**config.mk**
```make
export PLATFORM = sky130hd
export DESIGN_NAME = descending_zero_crossing_finder
export DESIGN_NICKNAME = d
export VERILOG_FILES = /design/src/rtl/core/dzcf_pkg.sv /design/src/rtl/core/descending_zero_crossing_finder.sv
export SDC_FILE = /design/constraint.sdc
export NUM_CORES = 2
export LEC_CHECK = 0
export ABC_AREA = 1
export BUFFER_PORTS_ARGS = -buffer_cell sky130_fd_sc_hd__clkbuf_2
export CORE_ASPECT_RATIO = 1.2
export CORE_MARGIN = 4
export CORE_UTILIZATION = 45
export CTS_BUF_LIST = sky130_fd_sc_hd__clkbuf_8
export CTS_CLUSTER_SIZE = 8
export DETAILED_ROUTE_END_ITERATION = 16
export PLACE_DENSITY_LB_ADDON = 0.2
export SLEW_MARGIN = 20
export SYNTH_ARGS = -nofsm -noshare
export SYNTH_HDL_FRONTEND = slang
export SYNTH_SLANG_ARGS = --single-unit
```
**constraint.sdc**
```tcl
create_clock -name i_clk -period 9.77 [get_ports i_clk]
set_input_delay 0.977 -clock i_clk [delete_from_list [all_inputs] [get_ports i_clk]]
set_output_delay 0.977 -clock i_clk [all_outputs]
set_load 0.02 [all_outputs]
```
**src/rtl/core/dzcf_pkg.sv**
```systemverilog
// ----------------------------------------------------------------------------
// Descending zero-crossing finder package
// Word types and constants that the core and its checker share.
// ----------------------------------------------------------------------------
package dzcf_pkg;

    localparam int unsigned RADIUS_W = 32;
    localparam int unsigned GRAD_W   = 32;
    localparam int unsigned COUNT_W  = 12;
    localparam int unsigned DIV_STEPS = 32;
    localparam int unsigned STEP_W   = $clog2(DIV_STEPS);

    localparam logic [COUNT_W-1:0] COUNT_MAX = {COUNT_W{1'b1}};

    typedef struct packed {
        logic [RADIUS_W-1:0]        radius;
        logic signed [GRAD_W-1:0]   gradient;
        logic                       last_sample;
    } t_sample;

    typedef struct packed {
        logic                       crossing_found;
        logic [RADIUS_W-1:0]        crossing_radius;
        logic [COUNT_W-1:0]         crossing_count;
        logic                       frame_end;
    } t_result;

endpackage

```
**src/rtl/core/descending_zero_crossing_finder.sv**
```systemverilog
// ----------------------------------------------------------------------------
// Descending zero-crossing finder
// Finds falling zero crossings of a gradient along a radial grid and
// interpolates the zero radius with a single multiply and serial divider.
// ----------------------------------------------------------------------------
// Channel   Direction  Signals                                Word
// sample    in         i_in_valid, o_in_ready, i_in_word      t_sample
// result    out        o_out_valid, i_out_ready, o_out_word   t_result
//
// A sample without a crossing goes from acceptance straight to S_DONE,
// which writes its result into the output register.
// A crossing passes through S_MUL for one multiply, then S_DIV for
// 32 restoring divide steps that produce one quotient bit each, then S_DONE
// to form the radius. S_DONE waits while a stalled result holds the register.
// One sample is in work at a time; the next is accepted once S_DONE is left.
// Reset clears the stored sample, the count and all handshake state.
// A stalled result waits in the output register while the next sample is
// accepted and worked on.
module descending_zero_crossing_finder
    import dzcf_pkg::*;
(
    input  logic    i_clk,
    input  logic    i_rst_n,
    input  logic    i_in_valid,
    output logic    o_in_ready,
    input  t_sample i_in_word,
    output logic    o_out_valid,
    input  logic    i_out_ready,
    output t_result o_out_word
);

    typedef enum logic [1:0] {
        S_IDLE,
        S_MUL,
        S_DIV,
        S_DONE
    } t_state;

    t_state                   r_state;
    logic [RADIUS_W-1:0]      r_prev_radius;
    logic signed [GRAD_W-1:0] r_prev_gradient;
    logic                     r_have_prev;
    logic [COUNT_W-1:0]       r_total;

    logic [GRAD_W-2:0]        r_num;
    logic [RADIUS_W-1:0]      r_dr;
    logic [RADIUS_W-1:0]      r_den;
    logic [RADIUS_W-1:0]      r_base;
    logic                     r_sub;
    logic                     r_found;
    logic [COUNT_W-1:0]       r_cnt;
    logic                     r_last;
    logic [RADIUS_W-1:0]      r_rem;
    logic [RADIUS_W-1:0]      r_quo;
    logic [STEP_W-1:0]        r_step;
    logic                     r_out_valid;
    t_result                  r_out;

    logic                     w_accept;
    logic                     n_found;
    logic [COUNT_W-1:0]       n_total;
    logic [GRAD_W-1:0]        n_diff;
    logic [2*RADIUS_W-2:0]    n_prod;
    logic [RADIUS_W:0]        n_trial;
    logic [RADIUS_W:0]        n_shift;
    logic [RADIUS_W-1:0]      n_radius;
    logic                     w_out_free;

    assign w_accept   = i_in_valid && o_in_ready;
    assign o_in_ready = (r_state == S_IDLE);
    assign w_out_free = !r_out_valid || i_out_ready;

    always_comb begin
        n_found = r_have_prev && !r_prev_gradient[GRAD_W-1]
                  && (i_in_word.gradient[GRAD_W-1] || (i_in_word.gradient == '0))
                  && (r_prev_gradient > i_in_word.gradient);
        if (n_found && (r_total != COUNT_MAX)) begin
            n_total = r_total + 1'b1;
        end else begin
            n_total = r_total;
        end
        n_diff  = r_prev_gradient - i_in_word.gradient;
        n_prod  = r_num * r_dr;
        n_shift = {r_rem, r_quo[RADIUS_W-1]};
        n_trial = n_shift - {1'b0, r_den};
        if (!r_found) begin
            n_radius = '0;
        end else if (r_sub) begin
            n_radius = r_base - r_quo;
        end else begin
            n_radius = r_base + r_quo;
        end
    end

    always_ff @(posedge i_clk) begin
        if (!i_rst_n) begin
            r_state         <= S_IDLE;
            r_prev_radius   <= '0;
            r_prev_gradient <= '0;
            r_have_prev     <= 1'b0;
            r_total         <= '0;
            r_out_valid     <= 1'b0;
            r_step          <= '0;
        end else begin
            if (r_out_valid && i_out_ready && (r_state != S_DONE)) begin
                r_out_valid <= 1'b0;
            end
            case (r_state)
                S_IDLE: begin
                    if (w_accept) begin
                        r_found <= n_found;
                        r_cnt   <= n_total;
                        r_last  <= i_in_word.last_sample;
                        r_num   <= r_prev_gradient[GRAD_W-2:0];
                        r_den   <= n_diff;
                        r_base  <= r_prev_radius;
                        r_sub   <= (i_in_word.radius < r_prev_radius);
                        if (i_in_word.radius < r_prev_radius) begin
                            r_dr <= r_prev_radius - i_in_word.radius;
                        end else begin
                            r_dr <= i_in_word.radius - r_prev_radius;
                        end
                        if (i_in_word.last_sample) begin
                            r_prev_radius   <= '0;
                            r_prev_gradient <= '0;
                            r_have_prev     <= 1'b0;
                            r_total         <= '0;
                        end else begin
                            r_prev_radius   <= i_in_word.radius;
                            r_prev_gradient <= i_in_word.gradient;
                            r_have_prev     <= 1'b1;
                            r_total         <= n_total;
                        end
                        r_state <= n_found ? S_MUL : S_DONE;
                    end
                end
                S_MUL: begin
                    r_rem   <= {1'b0, n_prod[2*RADIUS_W-2:RADIUS_W]};
                    r_quo   <= n_prod[RADIUS_W-1:0];
                    r_step  <= '0;
                    r_state <= S_DIV;
                end
                S_DIV: begin
                    if (!n_trial[RADIUS_W]) begin
                        r_rem <= n_trial[RADIUS_W-1:0];
                        r_quo <= {r_quo[RADIUS_W-2:0], 1'b1};
                    end else begin
                        r_rem <= n_shift[RADIUS_W-1:0];
                        r_quo <= {r_quo[RADIUS_W-2:0], 1'b0};
                    end
                    r_step <= r_step + 1'b1;
                    if (r_step == STEP_W'(DIV_STEPS - 1)) begin
                        r_state <= S_DONE;
                    end
                end
                S_DONE: begin
                    if (w_out_free) begin
                        r_out.crossing_found  <= r_found;
                        r_out.crossing_radius <= n_radius;
                        r_out.crossing_count  <= r_cnt;
                        r_out.frame_end       <= r_last;
                        r_out_valid           <= 1'b1;
                        r_state               <= S_IDLE;
                    end
                end
                default: begin
                    r_state <= S_IDLE;
                end
            endcase
        end
    end

    assign o_out_valid = r_out_valid;
    assign o_out_word  = r_out;

endmodule

```
==> flow_summary.yaml <==
timing:
  fmax_mhz: 118
  hold_viol: 0
  hold_slack_ps: 422
  finalSetupViolCount: 0
  post-route-min-period_ps: 8470
  finalMaxSlewViolations: 0
  period_share_pct: 86.7
  setup_slack_ps: 1300
  tightest_slew_ps: 1070
  maxSlewHeadroom_pct: 28.7
  rsz0062_at_grt: "false"
  fin_setup_tns_ps: 0
  finClkSkew_ps: 65.9
floorplanning:
  io_pins: 117
  rows: 142
  initial_core_util_pct: 45.3
  coreArea_mm2: 0.125
  die_y_um: 397
  die_w_um: 332
  dieArea_mm2: 0.132
place:
  pre_cts_slack_ps: 1420
  dp_hpwl_mm: 147
  port-buffer-count: 116
  gp_congestion: 0.996
routing:
  ant_nets: 0
  firstDrtPassIters: 6
  wl_per_cell_um: 19.1
  vias_per_cell: 5.14
  drc: 0
  first_iter_violations: 2924
  wl_mm: 174
  num_vias: 47022
yosys:
  synth.net_count: 8801
  synth-edff-count: 252
  syn-cell-area_mm2: 0.0566
  ys.flop_type: "edfxtp_1"
  ys_ff_latch: 337
  synth_cells: 7440
  synthArstFlopShare_pct: 0
  syn_avg_cell_area_um2: 7.61
  yosys.cell_types.count: 49
  ys_warn_count: 0
  seq_area_frac_synth_pct: 16.4
layout:
  nNetsFinal: 8795
  drive_above_1_share_pct: 4.50
  final_common_cell: "nand2_1"
  final_cell_mix: "1998 x nand2_1, 1879 x inv_1, 871 x fa_1, 420 x ha_1, 385 x a21oi_1"
  area_growth_pct: 6.22
  fill_cells: 12473
setup_path:
  cpMaxStageDelayCell: "edfxtp_1"
  startpoint_type: "flip-flop"
  max_stage_delay_ps: 1020
  regToRegEndpoint: "r_rem[4]"
  worst_ep_arrival_time_ps: 9050
  crit_top_cell: "fa_1"
  startpoint: "r_dr[12]"
  required_ps: 10350
  worst-path-max-fanout: 18
  reg2reg_depth: 25
  r2r-start: "r_dr[12]"
  critPathCapture: "r_rem[4]"
  path_class: "flip-flop to flip-flop"
  r2r_slack_ps: 1300
  end_kind: "flip-flop"
status:
  outcome: "finished, final reports clean"
global_routing:
  grt_pass1_vias: 49592
  grt_max_degree: 84
  antenna_found_initial: 5
  grt_pass1_wl_mm: 277
  grt.overflow.total: 0
  grtUsageTotal_pct: 26.7
clocking:
  cts.clk_slew.worst_paths_ps: 70
  clk_path_buf_depth: 3
  cts_root_buf: "clkbuf_8"
  cts.sinks: 337
  cts_made_buffers: 61
  htree_levels: 2
  ctsResizeCount: 0
  clkLatencyLatePin_ps: 740
  post_cts_buffers: 0
  cts-hold-fix-buffers: 0
  cts_tree: "done"
min_path:
  hold_class: "flip-flop to flip-flop"
run:
  max_cap_viol_count: 0
## area by class of cell
class | instances | area, um2 | area share, %
sequential | 337 | 9270 | 15.4
inverter | 1862 | 6990 | 11.6
tap | 1656 | 2070 | 3.45
multi-input combinational | 4973 | 39300 | 65.3
timing repair buffer | 199 | 1260 | 2.10
clock buffer | 69 | 950 | 1.58
clock inverter | 47 | 302 | 0.501
antenna | 1 | 2.50 | 0.00416
## per-stage QoR
stage                     cell area [um2]  utilization (%)  std cells
after floorplan                     56600                -       7440
after global placement              58800             47.1       9025
after detailed placement            58800             47.1       9025
after CTS                           60100             48.1       9141
after global routing                60100             48.1       9144
final                               60100             48.1       9144
## worst max-delay path: cells and delay by family (launching register included)
family	cells	cell delay [ps]
DFF	1	1020
xor gates and xnor gates	1	230
and+or+nand+nor	9	1970
buffers and inverters	6	700
adders and majority gates	9	4400
## cell families after synthesis
| kind of cell | after synthesis | synth area share [%] |
|---|---|---|
| flops | 337 | 16.4 |
| compound gates | 799 | 7.71 |
| buf+inv | 2130 | 14.3 |
| simple gates | 2740 | 19.3 |
| xor+xnor | 141 | 2.18 |
| fa+ha+maj | 1292 | 40.1 |
| mux | 1 | 0.0177 |
## synth_stat cells, drive strengths merged (32+ instances only)
library cell,instances,area share [%]
a21oi,387,3.4
buf,39,0.40
clkbuf,229,1.5
dfxtp,85,3.0
edfxtp,252,13
fa,871,31
ha,421,9.3
inv,1861,12
nand2,2005,13
nand3,199,1.8
nand4,56,0.62
nor2,367,2.5
nor3,61,0.57
o21ai,268,2.4
o21bai,32,0.42
xnor2,34,0.53
xor2,107,1.7
## flip-flops by register name, summed over array words and instances, names as in the netlist, 2 cells and up
name	count
r_den	32
r_step	5
r_dr	32
r_state	2
r_total	12
r_num	31
r_cnt	12
r_rem	32
r_prev_radius	32
r_prev_gradient	32
r_base	32
o_out_word	46
r_quo	32
## worst min path at each step
| stage | start | end | slack (ps) | cells past startpoint |
|---|---|---|---|---|
| after floorplan | r_last | o_out_word[0] | 400 | 0 |
| after global placement | r_cnt[7] | o_out_word[8] | 400 | 0 |
| after detailed placement | r_cnt[5] | o_out_word[6] | 410 | 0 |
| after CTS | i_in_word[4] | r_prev_gradient[3] | 420 | 3 |
| after global routing | r_cnt[5] | o_out_word[6] | 430 | 0 |
| final | r_cnt[5] | o_out_word[6] | 420 | 0 |
## per-layer routing
layer,vias to the layer above,global-route usage [%],wire [um]
met4,0,8.76,6220
met3,298,2.47,8240
met5,-,0,0
met1,23142,34.0,72600
li1,22302,-,-
met2,1280,47.8,87300
Power is not shown: default switching activity piles up to over one toggle a cycle in this logic, so the estimate is an artifact.
